`src/hdl/cgst_pkg.sv`:
```
// ----------------------------------------------------------------------------
// cgst_pkg
// Shared types, codes and sequence tables of the Clifford gate stream
// transpiler: gate codes, item descriptors and the Toffoli expansion table.
// ----------------------------------------------------------------------------
package cgst_pkg;

    // width of the angle field on the result channel
    localparam int ANG_OUT_W = 16;

    // configuration register indexes
    localparam logic CFG_APPROX = 1'b0;
    localparam logic CFG_STOCH  = 1'b1;

    // gate codes, same on both channels
    typedef enum logic [3:0] {
        G_H    = 4'd0,
        G_X    = 4'd1,
        G_Y    = 4'd2,
        G_Z    = 4'd3,
        G_CNOT = 4'd4,
        G_S    = 4'd5,
        G_CZ   = 4'd6,
        G_SWAP = 4'd7,
        G_MEAS = 4'd8,
        G_T    = 4'd9,
        G_RZ   = 4'd10,
        G_RX   = 4'd11,
        G_RY   = 4'd12,
        G_TOF  = 4'd13
    } gate_t;

    typedef enum logic [1:0] {
        ERR_NONE   = 2'd0,
        ERR_STRICT = 2'd1,
        ERR_UNSUP  = 2'd2
    } err_t;

    // what the back end does with a queued request
    typedef enum logic [1:0] {
        K_PASS = 2'd0,
        K_ERR  = 2'd1,
        K_ROT  = 2'd2,
        K_TOF  = 2'd3
    } kind_t;

    typedef enum logic [1:0] {
        AX_Z = 2'd0,
        AX_X = 2'd1,
        AX_Y = 2'd2
    } axis_t;

    // which Toffoli operand a slot acts on
    typedef enum logic [1:0] {
        Q_C1 = 2'd0,
        Q_C2 = 2'd1,
        Q_T  = 2'd2
    } qsel_t;

    // classified request handed from front to back
    typedef struct packed {
        kind_t      kind;
        axis_t      axis;
        logic [1:0] steps;
        logic [6:0] rz_en;
        err_t       err;
        gate_t      gate;
        logic [1:0] qcnt;
    } desc_t;

    // one slot of the Toffoli expansion
    typedef struct packed {
        logic       is_rz;
        logic       two_q;
        gate_t      gate;
        qsel_t      qa_sel;
        qsel_t      qb_sel;
        logic [2:0] coin;
        logic       tm;
    } tof_slot_t;

    localparam logic [3:0] TOF_LAST_SLOT = 4'd14;
    // inner rotations that are T-dagger (seven eighths of a turn), by coin index
    localparam logic [6:0] TOF_TM_MASK = 7'b1000101;

    // number of gates of a snapped rotation
    function automatic logic [2:0] rot_len(axis_t axis, logic [1:0] steps);
        logic [2:0] n;
        n = 3'd0;
        case (axis)
            AX_Z: begin
                case (steps)
                    2'd1: n = 3'd1;
                    2'd2: n = 3'd1;
                    2'd3: n = 3'd2;
                    default: n = 3'd0;
                endcase
            end
            AX_X: begin
                case (steps)
                    2'd1: n = 3'd3;
                    2'd2: n = 3'd1;
                    2'd3: n = 3'd4;
                    default: n = 3'd0;
                endcase
            end
            AX_Y: begin
                case (steps)
                    2'd1: n = 3'd3;
                    2'd2: n = 3'd1;
                    2'd3: n = 3'd5;
                    default: n = 3'd0;
                endcase
            end
            default: n = 3'd0;
        endcase
        return n;
    endfunction

    // gate at a position of a snapped rotation sequence
    function automatic gate_t rot_gate(axis_t axis, logic [1:0] steps, logic [2:0] pos);
        gate_t g;
        g = G_H;
        case (axis)
            AX_Z: begin
                case (steps)
                    2'd1: g = G_S;
                    2'd2: g = G_Z;
                    2'd3: g = (pos == 3'd0) ? G_Z : G_S;
                    default: g = G_H;
                endcase
            end
            AX_X: begin
                case (steps)
                    2'd1: g = (pos == 3'd1) ? G_S : G_H;
                    2'd2: g = G_X;
                    2'd3: begin
                        case (pos)
                            3'd1: g = G_Z;
                            3'd2: g = G_S;
                            default: g = G_H;
                        endcase
                    end
                    default: g = G_H;
                endcase
            end
            AX_Y: begin
                case (steps)
                    2'd1: g = (pos == 3'd1) ? G_H : G_S;
                    2'd2: g = G_Y;
                    2'd3: begin
                        case (pos)
                            3'd0: g = G_Z;
                            3'd1: g = G_S;
                            3'd2: g = G_H;
                            3'd3: g = G_Z;
                            default: g = G_S;
                        endcase
                    end
                    default: g = G_H;
                endcase
            end
            default: g = G_H;
        endcase
        return g;
    endfunction

    // Toffoli expansion: fixed gates and the seven inner z rotations
    function automatic tof_slot_t tof_slot(logic [3:0] slot);
        tof_slot_t s;
        s = '{is_rz: 1'b0, two_q: 1'b1, gate: G_CNOT, qa_sel: Q_C1, qb_sel: Q_C2,
              coin: 3'd0, tm: 1'b0};
        case (slot)
            4'd0:  s = '{1'b0, 1'b0, G_H,    Q_T,  Q_T,  3'd0, 1'b0};
            4'd1:  s = '{1'b0, 1'b1, G_CNOT, Q_C2, Q_T,  3'd0, 1'b0};
            4'd2:  s = '{1'b1, 1'b0, G_S,    Q_T,  Q_T,  3'd0, 1'b1};
            4'd3:  s = '{1'b0, 1'b1, G_CNOT, Q_C1, Q_T,  3'd0, 1'b0};
            4'd4:  s = '{1'b1, 1'b0, G_S,    Q_T,  Q_T,  3'd1, 1'b0};
            4'd5:  s = '{1'b0, 1'b1, G_CNOT, Q_C2, Q_T,  3'd0, 1'b0};
            4'd6:  s = '{1'b1, 1'b0, G_S,    Q_T,  Q_T,  3'd2, 1'b1};
            4'd7:  s = '{1'b0, 1'b1, G_CNOT, Q_C1, Q_T,  3'd0, 1'b0};
            4'd8:  s = '{1'b1, 1'b0, G_S,    Q_C2, Q_C2, 3'd3, 1'b0};
            4'd9:  s = '{1'b1, 1'b0, G_S,    Q_T,  Q_T,  3'd4, 1'b0};
            4'd10: s = '{1'b0, 1'b0, G_H,    Q_T,  Q_T,  3'd0, 1'b0};
            4'd11: s = '{1'b0, 1'b1, G_CNOT, Q_C1, Q_C2, 3'd0, 1'b0};
            4'd12: s = '{1'b1, 1'b0, G_S,    Q_C1, Q_C1, 3'd5, 1'b0};
            4'd13: s = '{1'b1, 1'b0, G_S,    Q_C2, Q_C2, 3'd6, 1'b1};
            4'd14: s = '{1'b0, 1'b1, G_CNOT, Q_C1, Q_C2, 3'd0, 1'b0};
            default: s = '{1'b0, 1'b1, G_CNOT, Q_C1, Q_C2, 3'd0, 1'b0};
        endcase
        return s;
    endfunction

endpackage

```
`src/hdl/clifford_gate_stream_transpiler_unit.sv`:
```
// ----------------------------------------------------------------------------
// clifford_gate_stream_transpiler_unit
// Rewrites a stream of quantum gates into Clifford gates: pass-through,
// quarter-turn snapping of rotations, and Toffoli expansion.
// ----------------------------------------------------------------------------
// Usage
//   s_* stream: one gate per request, gate type in s_tuser.
//   m_* stream: one Clifford gate per request, m_tlast on the final gate
//   caused by an input; gate type in m_tuser.
//   cfg_* port: register 0 approximate mode (reset 1), register 1 stochastic
//   mode (reset 0); write only while the block is idle.
// Timing
//   An input is classified in the cycle it is taken and queued; its first
//   result then passes the queue and the registered result stage. The
//   back-end sequencer gives at most one result gate per cycle while m_tready
//   does not hold it; a Toffoli walks every slot of its expansion, whether the
//   inner rotation emits or not, and each inner T-dagger that snaps to three
//   quarter turns emits two gates. Rotations that snap to zero are dropped in
//   the front end and never reach the back end.
// Reset and stall
//   aresetn clears the queue, the sequencer and the result stage. While
//   m_tready is low and the result stage is full the sequencer holds; the
//   two-entry queue keeps taking inputs until full, then s_tready falls.
// ----------------------------------------------------------------------------
module clifford_gate_stream_transpiler_unit #(
    parameter int QUBIT_BITS = 6,
    parameter int ANGLE_BITS = 16
) (
    input  logic aclk,
    input  logic aresetn,

    // s_tdata: qubit_count, qubit_a, qubit_b, qubit_c, angle_turns, random_bits
    input  logic                                           s_tvalid,
    output logic                                           s_tready,
    input  logic [((2+3*QUBIT_BITS+ANGLE_BITS+8+7)/8)*8-1:0] s_tdata,
    // s_tuser: gate_type
    input  logic [3:0]                                     s_tuser,

    // m_tdata: out_qubit_count, out_qubit_a, out_qubit_b, out_qubit_c,
    //          out_angle, error_code
    output logic                                           m_tvalid,
    input  logic                                           m_tready,
    output logic [((2+3*QUBIT_BITS+16+2+7)/8)*8-1:0]       m_tdata,
    output logic                                           m_tlast,
    // m_tuser: out_gate_type
    output logic [3:0]                                     m_tuser,

    input  logic                                           cfg_wr_en,
    input  logic                                           cfg_index,
    input  logic                                           cfg_data
);
    import cgst_pkg::*;

    localparam int M_RAW_W   = 2 + 3*QUBIT_BITS + ANG_OUT_W + 2;
    localparam int M_TDATA_W = ((M_RAW_W+7)/8)*8;
    localparam int QA_LO     = 2;
    localparam int QB_LO     = QA_LO + QUBIT_BITS;
    localparam int QC_LO     = QB_LO + QUBIT_BITS;
    localparam int ANG_LO    = QC_LO + QUBIT_BITS;
    localparam int RB_LO     = ANG_LO + ANGLE_BITS;
    localparam int ENTRY_W   = $bits(desc_t) + 3*QUBIT_BITS + ANG_OUT_W;

    logic approx_mode_reg, approx_mode_next;
    logic stoch_mode_reg, stoch_mode_next;

    desc_t                 f_desc;
    logic [QUBIT_BITS-1:0] f_qa, f_qb, f_qc;
    logic [ANG_OUT_W-1:0]  f_angle;
    logic                  f_keep;
    logic                  accept;
    logic                  q_push;
    logic                  q_pop;
    logic                  q_empty;
    logic                  q_full;
    logic [ENTRY_W-1:0]    q_head;

    desc_t                 b_desc;
    logic [QUBIT_BITS-1:0] b_qa, b_qb, b_qc;
    logic [ANG_OUT_W-1:0]  b_angle;

    gate_t                 o_gate;
    logic [1:0]            o_qcnt;
    logic [QUBIT_BITS-1:0] o_qa, o_qb, o_qc;
    logic [ANG_OUT_W-1:0]  o_angle;
    err_t                  o_err;

    // configuration registers
    always_comb begin
        approx_mode_next = approx_mode_reg;
        stoch_mode_next  = stoch_mode_reg;
        if (cfg_wr_en) begin
            case (cfg_index)
                CFG_APPROX: approx_mode_next = cfg_data;
                CFG_STOCH:  stoch_mode_next  = cfg_data;
                default:    approx_mode_next = approx_mode_reg;
            endcase
        end
    end

    always_ff @(posedge aclk) begin
        if (!aresetn) begin
            approx_mode_reg <= 1'b1;
            stoch_mode_reg  <= 1'b0;
        end else begin
            approx_mode_reg <= approx_mode_next;
            stoch_mode_reg  <= stoch_mode_next;
        end
    end

    // front end: classify and queue
    assign s_tready = !q_full;
    assign accept   = s_tvalid && s_tready;
    assign q_push   = accept && f_keep;

    cgst_front #(
        .QUBIT_BITS (QUBIT_BITS),
        .ANGLE_BITS (ANGLE_BITS)
    ) u_front (
        .approx_mode (approx_mode_reg),
        .stoch_mode  (stoch_mode_reg),
        .gate_type   (s_tuser),
        .qubit_count (s_tdata[1:0]),
        .qubit_a     (s_tdata[QA_LO +: QUBIT_BITS]),
        .qubit_b     (s_tdata[QB_LO +: QUBIT_BITS]),
        .qubit_c     (s_tdata[QC_LO +: QUBIT_BITS]),
        .angle_turns (s_tdata[ANG_LO +: ANGLE_BITS]),
        .random_bits (s_tdata[RB_LO +: 8]),
        .desc        (f_desc),
        .desc_qa     (f_qa),
        .desc_qb     (f_qb),
        .desc_qc     (f_qc),
        .desc_angle  (f_angle),
        .keep        (f_keep)
    );

    cgst_fifo #(
        .WIDTH (ENTRY_W)
    ) u_fifo (
        .aclk      (aclk),
        .aresetn   (aresetn),
        .push      (q_push),
        .push_data ({f_desc, f_qa, f_qb, f_qc, f_angle}),
        .pop       (q_pop),
        .head_data (q_head),
        .empty     (q_empty),
        .full      (q_full)
    );

    assign {b_desc, b_qa, b_qb, b_qc, b_angle} = q_head;

    // back end: expand into gates
    cgst_back #(
        .QUBIT_BITS (QUBIT_BITS)
    ) u_back (
        .aclk       (aclk),
        .aresetn    (aresetn),
        .head       (b_desc),
        .head_qa    (b_qa),
        .head_qb    (b_qb),
        .head_qc    (b_qc),
        .head_angle (b_angle),
        .head_empty (q_empty),
        .head_pop   (q_pop),
        .m_valid    (m_tvalid),
        .m_ready    (m_tready),
        .m_gate     (o_gate),
        .m_qcnt     (o_qcnt),
        .m_qa       (o_qa),
        .m_qb       (o_qb),
        .m_qc       (o_qc),
        .m_angle    (o_angle),
        .m_err      (o_err),
        .m_last     (m_tlast)
    );

    // result packing
    assign m_tuser = o_gate;
    assign m_tdata = M_TDATA_W'({o_err, o_angle, o_qc, o_qb, o_qa, o_qcnt});

endmodule

```
`src/hdl/cgst_front.sv`:
```
// ----------------------------------------------------------------------------
// cgst_front
// Classifies one incoming gate: pass-through, error, snapped rotation or
// Toffoli, and resolves every quarter-turn snap of the item.
// ----------------------------------------------------------------------------
module cgst_front #(
    parameter int QUBIT_BITS = 6,
    parameter int ANGLE_BITS = 16
) (
    input  logic                     approx_mode,
    input  logic                     stoch_mode,
    input  logic [3:0]               gate_type,
    input  logic [1:0]               qubit_count,
    input  logic [QUBIT_BITS-1:0]    qubit_a,
    input  logic [QUBIT_BITS-1:0]    qubit_b,
    input  logic [QUBIT_BITS-1:0]    qubit_c,
    input  logic [ANGLE_BITS-1:0]    angle_turns,
    input  logic [7:0]               random_bits,
    output cgst_pkg::desc_t          desc,
    output logic [QUBIT_BITS-1:0]    desc_qa,
    output logic [QUBIT_BITS-1:0]    desc_qb,
    output logic [QUBIT_BITS-1:0]    desc_qc,
    output logic [cgst_pkg::ANG_OUT_W-1:0] desc_angle,
    output logic                     keep
);
    import cgst_pkg::*;

    localparam int AW = (ANGLE_BITS < ANG_OUT_W) ? ANGLE_BITS : ANG_OUT_W;
    localparam logic [ANGLE_BITS-3:0] HALF = {1'b1, {(ANGLE_BITS-3){1'b0}}};

    logic [1:0]            fl;
    logic [ANGLE_BITS-3:0] fr;
    logic                  round_up;
    logic [1:0]            ang_steps;
    logic [1:0]            t_steps;

    // nearest quarter turn of the angle, halfway by coin or to even
    assign fl = angle_turns[ANGLE_BITS-1 -: 2];
    assign fr = angle_turns[ANGLE_BITS-3:0];
    always_comb begin
        if (fr == HALF) begin
            round_up = stoch_mode ? random_bits[0] : fl[0];
        end else begin
            round_up = (fr > HALF);
        end
    end
    assign ang_steps = fl + {1'b0, round_up};
    // T is one eighth turn: always halfway between zero and one step
    assign t_steps = {1'b0, stoch_mode & random_bits[0]};

    // classification
    always_comb begin
        desc.kind  = K_ERR;
        desc.axis  = AX_Z;
        desc.steps = 2'd0;
        desc.rz_en = '0;
        desc.err   = ERR_NONE;
        desc.gate  = gate_t'(gate_type);
        desc.qcnt  = qubit_count;
        desc_qa    = qubit_a;
        desc_qb    = qubit_b;
        desc_qc    = qubit_c;
        desc_angle = ANG_OUT_W'(angle_turns[AW-1:0]);
        case (gate_type) inside
            [G_H:G_MEAS]: begin
                desc.kind = K_PASS;
                desc_qa   = (qubit_count > 2'd0) ? qubit_a : '0;
                desc_qb   = (qubit_count > 2'd1) ? qubit_b : '0;
                desc_qc   = (qubit_count > 2'd2) ? qubit_c : '0;
            end
            default: begin
                if (!approx_mode) begin
                    desc.kind = K_ERR;
                    desc.err  = ERR_STRICT;
                end else begin
                    case (gate_type) inside
                        G_T: begin
                            desc.kind  = K_ROT;
                            desc.axis  = AX_Z;
                            desc.steps = t_steps;
                        end
                        G_RZ: begin
                            desc.kind  = K_ROT;
                            desc.axis  = AX_Z;
                            desc.steps = ang_steps;
                        end
                        G_RX: begin
                            desc.kind  = K_ROT;
                            desc.axis  = AX_X;
                            desc.steps = ang_steps;
                        end
                        G_RY: begin
                            desc.kind  = K_ROT;
                            desc.axis  = AX_Y;
                            desc.steps = ang_steps;
                        end
                        G_TOF: begin
                            // inner rotation k is nonzero when its coin leaves it off zero
                            desc.kind  = K_TOF;
                            desc.rz_en = {7{stoch_mode}} &
                                         (TOF_TM_MASK ^ random_bits[6:0]);
                        end
                        default: begin
                            desc.kind = K_ERR;
                            desc.err  = ERR_UNSUP;
                        end
                    endcase
                end
            end
        endcase
    end

    // a rotation that snaps to zero produces nothing
    assign keep = !((desc.kind == K_ROT) && (desc.steps == 2'd0));

endmodule

```
`src/hdl/cgst_fifo.sv`:
```
// ----------------------------------------------------------------------------
// cgst_fifo
// Two-entry first-word-fall-through queue between front and back end.
// ----------------------------------------------------------------------------
module cgst_fifo #(
    parameter int WIDTH = 64
) (
    input  logic             aclk,
    input  logic             aresetn,
    input  logic             push,
    input  logic [WIDTH-1:0] push_data,
    input  logic             pop,
    output logic [WIDTH-1:0] head_data,
    output logic             empty,
    output logic             full
);
    import cgst_pkg::*;

    logic [WIDTH-1:0] mem_reg [2];
    logic             wr_ptr_reg, wr_ptr_next;
    logic             rd_ptr_reg, rd_ptr_next;
    logic [1:0]       count_reg, count_next;

    assign empty     = (count_reg == 2'd0);
    assign full      = (count_reg == 2'd2);
    assign head_data = mem_reg[rd_ptr_reg];

    // pointer and fill count update
    always_comb begin
        wr_ptr_next = wr_ptr_reg;
        rd_ptr_next = rd_ptr_reg;
        count_next  = count_reg;
        if (push) begin
            wr_ptr_next = ~wr_ptr_reg;
        end
        if (pop) begin
            rd_ptr_next = ~rd_ptr_reg;
        end
        case ({push, pop})
            2'b10:   count_next = count_reg + 2'd1;
            2'b01:   count_next = count_reg - 2'd1;
            default: count_next = count_reg;
        endcase
    end

    always_ff @(posedge aclk) begin
        if (!aresetn) begin
            wr_ptr_reg <= 1'b0;
            rd_ptr_reg <= 1'b0;
            count_reg  <= 2'd0;
        end else begin
            wr_ptr_reg <= wr_ptr_next;
            rd_ptr_reg <= rd_ptr_next;
            count_reg  <= count_next;
        end
    end

    // storage
    always_ff @(posedge aclk) begin
        if (push) begin
            mem_reg[wr_ptr_reg] <= push_data;
        end
    end

endmodule

```
`src/hdl/cgst_back.sv`:
```
// ----------------------------------------------------------------------------
// cgst_back
// Sequencer that turns one queued request into its Clifford gates, at most
// one gate per cycle while the registered result stage can take it.
// ----------------------------------------------------------------------------
module cgst_back #(
    parameter int QUBIT_BITS = 6
) (
    input  logic                           aclk,
    input  logic                           aresetn,
    input  cgst_pkg::desc_t                head,
    input  logic [QUBIT_BITS-1:0]          head_qa,
    input  logic [QUBIT_BITS-1:0]          head_qb,
    input  logic [QUBIT_BITS-1:0]          head_qc,
    input  logic [cgst_pkg::ANG_OUT_W-1:0] head_angle,
    input  logic                           head_empty,
    output logic                           head_pop,
    output logic                           m_valid,
    input  logic                           m_ready,
    output cgst_pkg::gate_t                m_gate,
    output logic [1:0]                     m_qcnt,
    output logic [QUBIT_BITS-1:0]          m_qa,
    output logic [QUBIT_BITS-1:0]          m_qb,
    output logic [QUBIT_BITS-1:0]          m_qc,
    output logic [cgst_pkg::ANG_OUT_W-1:0] m_angle,
    output cgst_pkg::err_t                 m_err,
    output logic                           m_last
);
    import cgst_pkg::*;

    logic [3:0]            slot_reg, slot_next;
    logic [2:0]            pos_reg, pos_next;
    logic                  valid_reg, valid_next;
    gate_t                 gate_reg;
    logic [1:0]            qcnt_reg;
    logic [QUBIT_BITS-1:0] qa_reg, qb_reg, qc_reg;
    logic [ANG_OUT_W-1:0]  angle_reg;
    err_t                  err_reg;
    logic                  last_reg;

    tof_slot_t             ts;
    logic [1:0]            rz_steps;
    logic [2:0]            seq_len;
    logic                  step;
    logic                  emit;
    logic                  last;
    logic                  seg_end;
    gate_t                 o_gate;
    logic [1:0]            o_qcnt;
    logic [QUBIT_BITS-1:0] o_qa, o_qb, o_qc;
    logic [ANG_OUT_W-1:0]  o_angle;
    err_t                  o_err;

    // pick a Toffoli operand
    function automatic logic [QUBIT_BITS-1:0] pick(qsel_t sel, logic [QUBIT_BITS-1:0] c1,
                                                   logic [QUBIT_BITS-1:0] c2,
                                                   logic [QUBIT_BITS-1:0] t);
        logic [QUBIT_BITS-1:0] q;
        case (sel)
            Q_C1:    q = c1;
            Q_C2:    q = c2;
            default: q = t;
        endcase
        return q;
    endfunction

    // advance whenever a request waits and the result stage can take a gate
    assign step = !head_empty && (!valid_reg || m_ready);

    // gate for the current position of the request
    always_comb begin
        ts       = tof_slot(slot_reg);
        rz_steps = ts.tm ? 2'd3 : 2'd1;
        seq_len  = 3'd1;
        emit     = 1'b0;
        last     = 1'b0;
        seg_end  = 1'b1;
        o_gate   = G_H;
        o_qcnt   = 2'd0;
        o_qa     = '0;
        o_qb     = '0;
        o_qc     = '0;
        o_angle  = '0;
        o_err    = ERR_NONE;
        case (head.kind)
            K_PASS: begin
                emit    = 1'b1;
                last    = 1'b1;
                o_gate  = head.gate;
                o_qcnt  = head.qcnt;
                o_qa    = head_qa;
                o_qb    = head_qb;
                o_qc    = head_qc;
                o_angle = head_angle;
            end
            K_ERR: begin
                emit  = 1'b1;
                last  = 1'b1;
                o_err = head.err;
            end
            K_ROT: begin
                seq_len = rot_len(head.axis, head.steps);
                emit    = 1'b1;
                last    = (pos_reg == seq_len - 3'd1);
                o_gate  = rot_gate(head.axis, head.steps, pos_reg);
                o_qcnt  = 2'd1;
                o_qa    = head_qa;
            end
            K_TOF: begin
                last = (slot_reg == TOF_LAST_SLOT);
                if (ts.is_rz) begin
                    // inner z rotation: skipped when it snapped to zero
                    seq_len = rot_len(AX_Z, rz_steps);
                    if (head.rz_en[ts.coin]) begin
                        emit    = 1'b1;
                        seg_end = (pos_reg == seq_len - 3'd1);
                        o_gate  = rot_gate(AX_Z, rz_steps, pos_reg);
                        o_qcnt  = 2'd1;
                        o_qa    = pick(ts.qa_sel, head_qa, head_qb, head_qc);
                    end
                end else begin
                    emit   = 1'b1;
                    o_gate = ts.gate;
                    o_qcnt = ts.two_q ? 2'd2 : 2'd1;
                    o_qa   = pick(ts.qa_sel, head_qa, head_qb, head_qc);
                    o_qb   = ts.two_q ? pick(ts.qb_sel, head_qa, head_qb, head_qc) : '0;
                end
            end
            default: begin
                emit = 1'b0;
            end
        endcase
    end

    assign head_pop = step && emit && last;

    // sequence position
    always_comb begin
        slot_next = slot_reg;
        pos_next  = pos_reg;
        if (step) begin
            if (emit && last) begin
                slot_next = 4'd0;
                pos_next  = 3'd0;
            end else if (head.kind == K_TOF) begin
                if (seg_end) begin
                    slot_next = slot_reg + 4'd1;
                    pos_next  = 3'd0;
                end else begin
                    pos_next = pos_reg + 3'd1;
                end
            end else begin
                pos_next = pos_reg + 3'd1;
            end
        end
    end

    // result stage valid
    always_comb begin
        valid_next = valid_reg;
        if (step && emit) begin
            valid_next = 1'b1;
        end else if (m_ready) begin
            valid_next = 1'b0;
        end
    end

    always_ff @(posedge aclk) begin
        if (!aresetn) begin
            slot_reg  <= 4'd0;
            pos_reg   <= 3'd0;
            valid_reg <= 1'b0;
        end else begin
            slot_reg  <= slot_next;
            pos_reg   <= pos_next;
            valid_reg <= valid_next;
        end
    end

    // result payload
    always_ff @(posedge aclk) begin
        if (step && emit) begin
            gate_reg  <= o_gate;
            qcnt_reg  <= o_qcnt;
            qa_reg    <= o_qa;
            qb_reg    <= o_qb;
            qc_reg    <= o_qc;
            angle_reg <= o_angle;
            err_reg   <= o_err;
            last_reg  <= last;
        end
    end

    assign m_valid = valid_reg;
    assign m_gate  = gate_reg;
    assign m_qcnt  = qcnt_reg;
    assign m_qa    = qa_reg;
    assign m_qb    = qb_reg;
    assign m_qc    = qc_reg;
    assign m_angle = angle_reg;
    assign m_err   = err_reg;
    assign m_last  = last_reg;

endmodule

```
`config.mk`:
```
export PLATFORM = sky130hd
export DESIGN_NAME = clifford_gate_stream_transpiler_unit
export DESIGN_NICKNAME = d
export VERILOG_FILES = /design/src/hdl/cgst_pkg.sv /design/src/hdl/clifford_gate_stream_transpiler_unit.sv /design/src/hdl/cgst_front.sv /design/src/hdl/cgst_fifo.sv /design/src/hdl/cgst_back.sv
export SDC_FILE = /design/constraint.sdc
export NUM_CORES = 1
export LEC_CHECK = 0
export BUFFER_PORTS_ARGS = -buffer_cell sky130_fd_sc_hd__buf_4
export CORE_MARGIN = 2
export CORE_UTILIZATION = 48
export CTS_BUF_LIST = sky130_fd_sc_hd__clkbuf_4 sky130_fd_sc_hd__clkbuf_8
export DETAILED_ROUTE_END_ITERATION = 10
export PLACE_DENSITY = 0.76
export SYNTH_ARGS = -nofsm -noshare
export SYNTH_HDL_FRONTEND = slang
export SYNTH_SLANG_ARGS = --single-unit
export TNS_END_PERCENT = 20
```
`constraint.sdc`:
```
create_clock -name aclk -period 13.3 [get_ports aclk]
set_clock_uncertainty 0.1 [all_clocks]
set_input_delay 0.665 -clock aclk [delete_from_list [all_inputs] [get_ports aclk]]
set_output_delay 0.665 -clock aclk [all_outputs]
set_load 0.01 [all_outputs]
```
---- After elaboration in Yosys (flattened, before gate mapping) ----
Memories as Yosys holds them, arrays and structs flattened. A register that Yosys moved wholly into a read port is not among the register bits.
Index checks and enable logic that the tools add are counted.
storage, ports and cells
  flip-flop bits (word level) ............. 57
  memory bits (writable) .................. 110
  memory bits (read-only) ................. 192
  input bits .............................. 59
  output and inout port bits .............. 47
  logic and storage cells ................. 190
  memories ................................ 2
memories
  memory           words  bits a word  rd ports  clocked after Yosys merged registers in  write ports  RTL line         source
  (no name shown)  16     12           1         1                                        0            cgst_pkg.sv:173  case (slot)
  u_fifo.mem_reg   2      55           1         1                                        1            cgst_fifo.sv:19  logic [WIDTH-1:0] mem_reg [2];
cells by class
  $add $sub $neg .......................... 7
  order comparisons ....................... 7
  eq/ne operators ......................... 29
  mux-type cells .......................... 90
  bitwise logic cells ..................... 6
  reduce and logical (&&, ||, !) cells .... 33
operators with widths
  cell                                            number
  case mux 4 bit (3 select lines)                 6
  2-to-1 mux 6 bit                                10
  case mux 6 bit (2 select lines)                 4
  2-to-1 mux 4 bit                                11
  2-to-1 mux 7 bit                                5
  2-to-1 mux 2 bit                                16
  2-to-1 mux 3 bit                                9
  case mux 3 bit (3 select lines)                 3
  == test 4 bit (second input constant)           6
  == test 2 bit (second input constant)           10
  2-to-1 mux 1 bit                                15
  == test 14 bit (second input constant)          1
  == test 2 x 1 -> 1 bit (second input constant)  7
  > comparator 14 bit (second input constant)     1
  2-to-1 mux 13 bit                               1
  logical NOT 2 bit                               6
  case mux 2 bit (2 select lines)                 3
  case mux 3 bit (2 select lines)                 2
  2-to-1 mux 11 bit                               1
  OR reduction 2 bit                              5
  logical AND 1 bit                               8
  nonzero test 2 bit                              4
  bitwise AND 7 bit                               1
  == test 3 x 2 -> 1 bit (second input constant)  2
  other kinds (26)                                35

---- Depth between registers and ports, before layout ----
Gate-level depths: netlist of the first run.
  depth after elaboration ................. 16
  mapped depth ............................ 19
  gate-level depth less buffers ........... 16

---- Cells and area by module ----
A second synthesis of the first run with hierarchy kept.
second synthesis, totals
  cells, all modules ...................... 653
  area, all modules ....................... 8531.9 um^2
modules (own cells, without submodules)
  module                                instances  cells an instance  area an instance (um^2)  seq. area each (um^2)
  cgst_fifo                             1          193                4181.5                   3403.3
  cgst_back                             1          359                3619.7                   1671.6
  cgst_front                            1          86                 610.6                    0.0
  clifford_gate_stream_transpiler_unit  1          15                 120.1                    40.0

---- Worst setup path before layout of the first run ----
Ideal clock, no wire load.
  path kind ............................... input to register
  start ................................... in s_tdata[34]
  end ..................................... mem u_fifo.mem_reg[0][0] (netlist bit), enable pin
  library setup time ...................... 0.470 ns
  arrival ................................. 4.676 ns
  data required time ...................... 12.730 ns
  path slack .............................. 8.054 ns
  cell stages on the path ................. 9
  path buffers ............................ 0
  cells stage by stage .................... nor2b_1 a2111oi_0 nand3_1 o41a_1 ha_1 nand2b_1 a211oi_1 o311ai_0 nor2_1
RTL lines
  item                RTL line                                    source
  start: declaration  clifford_gate_stream_transpiler_unit.sv:35  input logic [((2+3*QUBIT_BITS+ANGLE_BITS+8+7)/8)*8-1:0] s_tdata,
  end: declaration    cgst_fifo.sv:19

==> metrics.txt, run 1 <==
status=completed; leading area contributor after synthesis=edfxtp_1; Seq/Total Area, Yosys=0.608; PortBufs=98; Worst R2R Path Depth=10; Final Hold Viols=0; top cell type's share of synthesized area=0.546; synthesized flop and latch total=179; class of the tightest hold or removal check=input pin to register; Syn Inst Count=just over 600; Synth warnings=0; gr usage total=0.189; CP cell instances=buf_4 > mux2_2 > ha_1 > nand2_1 > a211oi_1 > o31ai_2 > a21oi_1 > inv_1 > ha_1 > o221a_4; Reg2Reg Setup Slack=8680 ps; worst hold margin=293 ps; first-pass GRT wire length=approximately 26000 um; # IOs=approximately 110; Final #Nets=792; Initial DRT Pass Iterations=6; Synth cell types=71; peak supply drop=a little under 100 uV; Slew @ Worst Pin=around 1100 ps; # rows=48; post_cts resized=0; Clock power frac=0.199; Post-CTS Setup Bufs=0; Final Util=0.565; share of cells above drive strength 1=0.257; Die Ht=136 um; CP Data Required Time=approximately 14000 ps; DR WL/cell=approximately 18 um; die footprint=about 0.019 mm2; clock latency on the worst-skew pair=between 400 and 500 ps; Slew Viols, Final=0; Syn Std Cell Area=0.00841 mm2; Pwr Density=around 180 mW/mm2; initial antenna violation count=0; Clock Pin Slew Worst Setup and Hold Paths=~90 ps; commonest non-fill, non-tap cells in the layout=edfxtp_1 (153), buf_4 (103), mux2i_1 (47); CP Capture Point=u_back.ts[8]; worst hold stages=1; core area=between 0.015 and 0.02 mm2; CP max FO=50; fill cell count=~1400; Comb pwr share=0.321; Avg Inst Size Synth=~14 um2; register share of total power=0.480; Setup CP Type=register to register; die width=~140 um; Most Frequent Cell on Critical Path=ha_1; CTS Hold Bufs=0; Synth async-reset ratio=0; Final WS setup=between 8000 and 9000 ps; final setup violation count=0; DR DRC count=0; Lkg Pwr=3.57 nW; CTS sink count=179; CP Launch Type=register; FF-to-FF End=u_back.ts[8]; fmax=~220 MHz; total gr overflow=0; crit-path max cell delay=a little over 700 ps; Hold Crit Start=s_tdata[32]; EDFF count, synth=between 150 and 200; vias per cell=roughly 5.5; CTS tree=built; crit share post-route=0.347; TNS Setup=0 ps; diodes inserted=0; Iter 0 DRT Violations=480; CTS H-Tree Depth=4; pre-CTS WS=approximately 8400 ps; Sw Share=0.319; synth top area cells=edfxtp_1 (55%), dfxtp_1 (6.2%), mux2i_1 (5.6%); Sw Pwr=~550 uW; GP Congestion=between 0.8 and 0.9; Detail Route Antenna Nets=0; commonest non-fill, non-tap cell in the layout=edfxtp_1; crit path DAT=between 4000 and 5000 ps; largest net degree at the start of global routing=56; slew margin rel.=0.235; CTS buffer count=17; Root Driver=clkbuf_8; layout overhead on the synthesized area=15.9%; clk buf depth=2; Crit. End Element=register; effective utilization at floorplan=0.488; Routed Wire Length=16800 um; Tot Pwr=about 1.7 mW; min cycle time layout=~4600 ps; max FFs per register=between 100 and 150; predominant post-synthesis flop cell=edfxtp_1; DP HPWL=11700 um; total of max-cap violations=0; vias in the first global route=a little over 5000; via count=between 5000 and 6000; slowest stage cell on the critical path=buf_4; RSZ-0062 raised after global routing=false; Int Pwr=between 1 and 1.5 mW
-- metal layers --
layer	global-route usage	wire length, um
met1	0.249	7170
met2	0.308	8300
met3	0.0488	1120
met4	0.0561	223
met5	0	0
-- critical path: cells and delay by family (launching register included) --
family | cells | cell delay [ps]
multiplexers | 1 | 450
flip-flops | 1 | 580
buffers and inverters | 2 | 880
adder cells (fa/ha/maj) | 2 | 700
AND/OR/NAND/NOR | 1 | 120
AO/OA/AOI/OAI | 4 | 1650
-- per-stage QoR --
| step | instance area [um2] | cells |
|---|---|---|
| 2_1_floorplan | 8410 | 609 |
| 3_3_place_gp | 9380 | 914 |
| 3_5_place_dp | 9380 | 914 |
| 4_1_cts | 9740 | 945 |
| 5_1_grt | 9740 | 945 |
| 6_report | 9740 | 945 |
-- cells by family after synthesis --
family | synth area share
other | 0.000446
AO/OA/AOI/OAI | 0.0759
XOR/XNOR | 0.0177
AND/OR/NAND/NOR | 0.116
buffers and inverters | 0.0217
flip-flops | 0.608
multiplexers | 0.123
adder cells (fa/ha/maj) | 0.0372
-- worst min-delay path by stage --
stage	endpoint	slack, ps
after floorplan	u_fifo.count_reg[1]	380
after global placement	u_fifo.count_reg[1]	390
after detailed placement	u_fifo.count_reg[1]	410
after CTS	u_fifo.mem_reg[1][12]	270
after global routing	u_fifo.mem_reg[0][5]	260
final	u_fifo.mem_reg[1][12]	290
-- synth_stat cells, types with 3 or more instances --
cell	number
xor2_1	5
nor3_1	5
nand4_1	5
mux4_2	12
a211oi_2	3
o21ai_0	14
dfxtp_1	26
nor4_1	3
nor2b_1	40
clkbuf_1	13
mux2i_1	47
buf_2	3
mux2_2	19
ha_1	25
nor3b_1	4
nand2b_1	10
a211oi_1	4
buf_1	3
o21a_1	3
o211ai_1	3
and2_1	28
xnor2_1	7
inv_1	17
nand3_1	5
nor2_1	44
a22oi_1	3
nand2_1	25
a21oi_1	20
edfxtp_1	153
o22a_1	7
or3_1	3
-- power groups by stage --
stage	Combinational, mW	Clock [mW]	Sequential [mW]
after floorplan	0.317	0	0.873
after global placement	0.549	0	0.841
after detailed placement	0.562	0	0.847
after CTS	0.561	0.353	0.834
after global routing	0.609	0.374	0.847
final	0.556	0.345	0.833
-- area by class of cell --
type / instances / area, um2 / area share
Sequential cell: 179 / 5120 / 0.525
Multi-Input combinational cell: 389 / 3140 / 0.322
Timing Repair Buffer: 103 / 773 / 0.0794
Tap cell: 225 / 282 / 0.0289
Clock buffer: 20 / 256 / 0.0263
Clock inverter: 11 / 105 / 0.0108
Inverter: 18 / 70.1 / 0.00719
Note: power is estimated with default switching activity, not from simulation.
==> run 2, diff against run 1 <==
Settings changed: PLACE_DENSITY 0.76 to 0.79.
Clock period 13.3 ns to 3.7 ns, I/O delays scaled along.
==> run 2 against run 1 <==
Effect of this change:
- global-route usage up 0.86 points
- worst hold slack worse by 250 ps
- largest power group unchanged
- register-to-register slack worse by 8500 ps
- cell area up 8.8%
==> metrics.txt, run 2 (same netlist as run 1, synthesis figures left out) <==
status=completed; Setup CP Type=register to register; vias per cell=5.39 (-1.2%); RSZ-0062 raised after global routing=false; CTS H-Tree Depth=4 (unchanged); commonest non-fill, non-tap cells in the layout=edfxtp_1 (153), buf_4 (115), dlygate4sd3_1 (54); Initial DRT Pass Iterations=5 (-1); wl on met1=7300 um (+1.8%); layout overhead on the synthesized area=26.1%; Final WS setup=188 ps (-8490 ps); share of cells above drive strength 1=0.277 (+0.0199); CTS sink count=179 (unchanged); worst hold margin=42.3 ps (-250 ps); Pwr Density=620 mW/mm2 (+250%); Tot Pwr=6.58 mW (+280%); DR WL/cell=17.3 um (-2.7%); total gr overflow=0 (unchanged); Routed Wire Length=17600 um (+4.7%); crit-path max cell delay=400 ps (-310 ps); first-pass GRT wire length=27700 um (+5.0%); commonest non-fill, non-tap cell in the layout=edfxtp_1; CTS buffer count=17 (unchanged); PortBufs=98 (unchanged); Detail Route Antenna Nets=0 (unchanged); clock latency on the worst-skew pair=470 ps (about the same); Die Ht=136 um (unchanged); gr usage total=0.197 (+0.00860); Slew @ Worst Pin=727 ps (-421 ps); Lkg Pwr=3.94 nW (+10%); routed wl met2=9060 um (+9.2%); clk buf depth=2 (unchanged); # rows=48 (unchanged); diodes inserted=0 (unchanged); Top Metal Used=met4; max FFs per register=110 (unchanged); via count=5473 (+6.2%); Final #Nets=862 (+8.8%); fmax=285 MHz (+32%); effective utilization at floorplan=0.488 (unchanged); Root Driver=clkbuf_8; CP Launch Type=register; vias in the first global route=5476 (+8.1%); Slew Viols, Final=0 (unchanged); CP Data Required Time=3950 ps (-9610 ps); total of max-cap violations=0 (unchanged); DR DRC count=0 (unchanged); dpl cells=930 (+1.8%); Final Hold Viols=0 (unchanged); die width=136 um (unchanged); CP cell instances=mux2_4 > inv_2 > ha_4 > nor4bb_4 > a211oi_2 > ha_2 > xnor2_2 > xnor2_1 > o31a_4 > a21oi_2 > xnor2_2 > nand2b_1 > inv_4 > o221a_4; Bufs and invs on worst path=2 (unchanged); class of the tightest hold or removal check=input pin to register; fill cell count=1259 (-8.4%); Iter 0 DRT Violations=451 (-6.0%); DP HPWL=12200 um (+4.0%); min cycle time layout=3510 ps (-1110 ps); Clock Pin Slew Worst Setup and Hold Paths=90 ps (about the same); largest net degree at the start of global routing=53 (-5.4%); initial antenna violation count=0 (unchanged); peak supply drop=349 uV (+260%); final setup violation count=0 (unchanged); final cell count without fillers=1016 (+7.5%); pre-CTS WS=-186 ps (-8590 ps); Most Frequent Cell on Critical Path=xnor2_2; slew margin rel.=0.515 (+0.281); die footprint=0.0186 mm2 (unchanged); core area=0.0172 mm2 (unchanged); TNS Setup=0 ps (unchanged); crit path DAT=3760 ps (-1120 ps); crit share post-route=0.949 (+0.602); slowest stage cell on the critical path=o31a_4; CTS tree=built; metal3 WL=941 um (-16%); CP max FO=8 (-84%); GP Congestion=0.893 (+6.7%); CP top delay family=compound AO/OA/AOI/OAI gates; Crit. End Element=register; # IOs=106 (unchanged)
## run 2: cell count changes in the layout (fill, tap and decap cells not counted), sizes merged
cell / previous run / this run
dlygate4sd3: 0 / 54
bufinv: 1 / 2
inv: 21 / 22
clkinvlp: 5 / 2
clkinv: 2 / 4
buf: 103 / 119
## run 2: area by class of cell
class                      instances  area [um2]  share of cell area
sequential                       179        5120               0.483
timing repair buffer             173        1480               0.139
tap                              225         282              0.0265
inverter                          18        70.1             0.00661
clock buffer                      20         275              0.0260
clock inverter                    12         144              0.0136
multi-input combinational        389        3240               0.305
## run 2: metal layers
| metal | up-vias | global-route usage |
|---|---|---|
| met5 | - | 0 |
| met4 | 0 | 0.0642 |
| met3 | 27 | 0.0459 |
| met2 | 171 | 0.345 |
| met1 | 2675 | 0.241 |
| li1 | 2600 | - |
## run 2: final timing paths
check,slack (ps),to,from,cells past startpoint
max,190,u_back.ts[8],register,14
min,40,u_fifo.mem_reg[0][27],s_tdata[13],2
max reg2reg,190,u_back.ts[8],register,14
min reg2reg,420,u_fifo.count_reg[1],u_fifo.count_reg[1],2
## run 2: repair_timing
item / in CTS / in global routing
hold endpoints to repair: 106 / 0
buffers inserted: 0 / 0
cloned: 0 / 0
resized for setup: 2 / 21
pin swaps: 0 / 5
hold buffers: 54 / 0
endpoints found under the setup margin: 110 / 120
## run 2: power breakdown
| group | internal (mW) | switching, mW |
|---|---|---|
| registers | 2.79 | 0.179 |
| logic | 1.04 | 1.20 |
| clock network | 0.666 | 0.700 |
| total | 4.50 | 2.08 |
## run 2: per-stage QoR
step           cell area (um2)  utilization
2_1_floorplan             8440            -
3_3_place_gp              9550        0.554
3_5_place_dp              9550        0.554
4_1_cts                  10500        0.610
5_1_grt                  10600        0.615
6_report                 10600        0.615
==> run 3, diff against run 2 <==
Settings changed: GPL_TIMING_DRIVEN set to 0.
==> run 3 against run 2 <==
Effect of this change:
- critical path depth is 3 higher
- combinational power up 6%
- non-clock buffer count increased by 16
- worst hold slack worse by 25 ps
- register-to-register slack got worse by 90 ps
- first-iteration DRC count decreased by 17%
- largest power group unchanged
==> metrics.txt, run 3 (same netlist as run 1, synthesis figures left out) <==
share of cells above drive strength 1=0.288 (+0.0111); vias in the first global route=5702 (+4.1%); Setup CP Type=register to register; # rows=48 (unchanged); Slew Viols, Final=0 (unchanged); Tot Pwr=6.78 mW (+3.1%); Final WS setup=102 ps (-86.2 ps); Final #Nets=881 (+2.2%); CP cell instances=buf_6 > buf_12 > mux2_4 > inv_4 > ha_4 > nor4b_2 > a211oi_2 > ha_1 > xor2_1 > nand2_1 > o31a_4 > buf_4 > a21oi_4 > xnor2_4 > nand2b_4 > inv_4 > o221a_4; PortBufs=98 (unchanged); min cycle time layout=3600 ps (+86.2 ps); Detail Route Antenna Nets=0 (unchanged); Bufs and invs on worst path=5 (+3); total of max-cap violations=0 (unchanged); CTS tree=built; Iter 0 DRT Violations=375 (-17%); crit share post-route=0.973 (+0.0233); diodes inserted=0 (unchanged); first-pass GRT wire length=29200 um (+5.3%); DR DRC count=0 (unchanged); clock latency on the worst-skew pair=480 ps (about the same); core area=0.0172 mm2 (unchanged); CP Data Required Time=3980 ps (+30 ps); final cell count without fillers=1034 (+1.8%); vias per cell=5.42 (+0.58%); Final Hold Viols=0 (unchanged); Routed Wire Length=18800 um (+7.1%); Most Frequent Cell on Critical Path=inv_4; Crit. End Element=register; pre-CTS WS=-1060 ps (-874 ps); CP max FO=8 (unchanged); Pwr Density=626 mW/mm2 (+1.0%); CTS buffer count=17 (unchanged); RSZ-0062 raised after global routing=true; largest net degree at the start of global routing=33 (-38%); gr usage total=0.208 (+0.0111); clk buf depth=2 (unchanged); die width=136 um (unchanged); status=completed; initial antenna violation count=0 (unchanged); effective utilization at floorplan=0.488 (unchanged); DP HPWL=12600 um (+3.7%); peak supply drop=357 uV (+2.2%); Final Util=0.628 (+0.0124); layout overhead on the synthesized area=28.6%; fmax=278 MHz (-2.4%); Reg2Reg Setup Slack=100 ps (-90 ps); CTS sink count=179 (unchanged); crit-path max cell delay=380 ps (-20 ps); CP top delay family=compound AO/OA/AOI/OAI gates; total gr overflow=0 (unchanged); dpl cells=934 (+0.43%); Initial DRT Pass Iterations=5 (unchanged); crit path DAT=3880 ps (+120 ps); Root Driver=clkbuf_8; CTS H-Tree Depth=4 (unchanged); fill cell count=1270 (+0.87%); GP Congestion=0.823 (-7.9%); DR WL/cell=18.2 um (+5.3%); die footprint=0.0186 mm2 (unchanged); via count=5602 (+2.4%); Clock Pin Slew Worst Setup and Hold Paths=100 ps (about the same); commonest non-fill, non-tap cell in the layout=edfxtp_1; Slew @ Worst Pin=875 ps (+148 ps); # IOs=106 (unchanged); Lkg Pwr=4.01 nW (+1.7%); CP Launch Type=register; slew margin rel.=0.417 (-0.0985); max FFs per register=110 (unchanged); final setup violation count=0 (unchanged); class of the tightest hold or removal check=input pin to register; commonest non-fill, non-tap cells in the layout=edfxtp_1 (153), buf_4 (118), dlygate4sd3_1 (51); Die Ht=136 um (unchanged); slowest stage cell on the critical path=o31a_4
[run 3: cell count changes in the layout (fill, tap and decap cells not counted), moves of 3 or more]
cell           change
buf_4              +3
clkbuf_1          +11
clkbuf_8           -3
dlygate4sd3_1      -3
[run 3: where the power goes]
group / internal (mW) / switching [mW]
sequential: 2.80 / 0.170
clock: 0.741 / 0.713
combinational: 1.06 / 1.29
total: 4.60 / 2.17
[run 3: timing repair]
item                                    CTS  global route
resized for setup                        32            12
endpoints found under the setup margin  178           122
cloned                                    3             0
buffers inserted                         11             7
pin swaps                                10            10
hold endpoints to repair                 92             0
hold buffers                             51             0
[run 3: path summary, 6_finish.rpt]
check / depth (start not counted) / to / start
min: 2 / u_fifo.mem_reg[0][30] / s_tdata[4]
min reg2reg: 2 / u_fifo.count_reg[1] / u_fifo.count_reg[1]
max: 17 / u_back.ts[8] / register
max reg2reg: 17 / u_back.ts[8] / register
[run 3: worst register-to-register path: cells and delay by family (launching register included)]
| kind | cells | cell delay, ps |
|---|---|---|
| AOI/OAI and AO/OA | 4 | 1010 |
| buffers and inverters | 5 | 560 |
| adders and majority gates | 2 | 430 |
| and+or+nand+nor | 3 | 390 |
| muxes | 1 | 350 |
| DFF | 1 | 340 |
| xor gates and xnor gates | 2 | 310 |
[run 3: routing by layer]
metal	track usage	routed length (um)
met4	0.0660	318
met3	0.0433	949
met5	0	0
met2	0.357	9570
met1	0.266	8010
[run 3: area by class of cell]
type,instances,area [um2],area share
Clock inverter,14,201,0.0186
Sequential cell,179,5120,0.473
Tap cell,225,282,0.0260
Timing Repair Buffer,169,1430,0.133
Clock buffer,17,234,0.0216
Inverter,18,72.6,0.00671
Multi-Input combinational cell,392,3350,0.309
Buffer,20,133,0.0123
[run 3: metrics by stage]
stage	area [um2]	hold slack [ps]	setup TNS, ps
global placement	9460	283	-245040
CTS	10700	7.35	-0.401
finish	10800	17.6	0
global route	10800	1.82	-759
floorplan	8440	184	-32900
detailed placement	9510	284	-114820
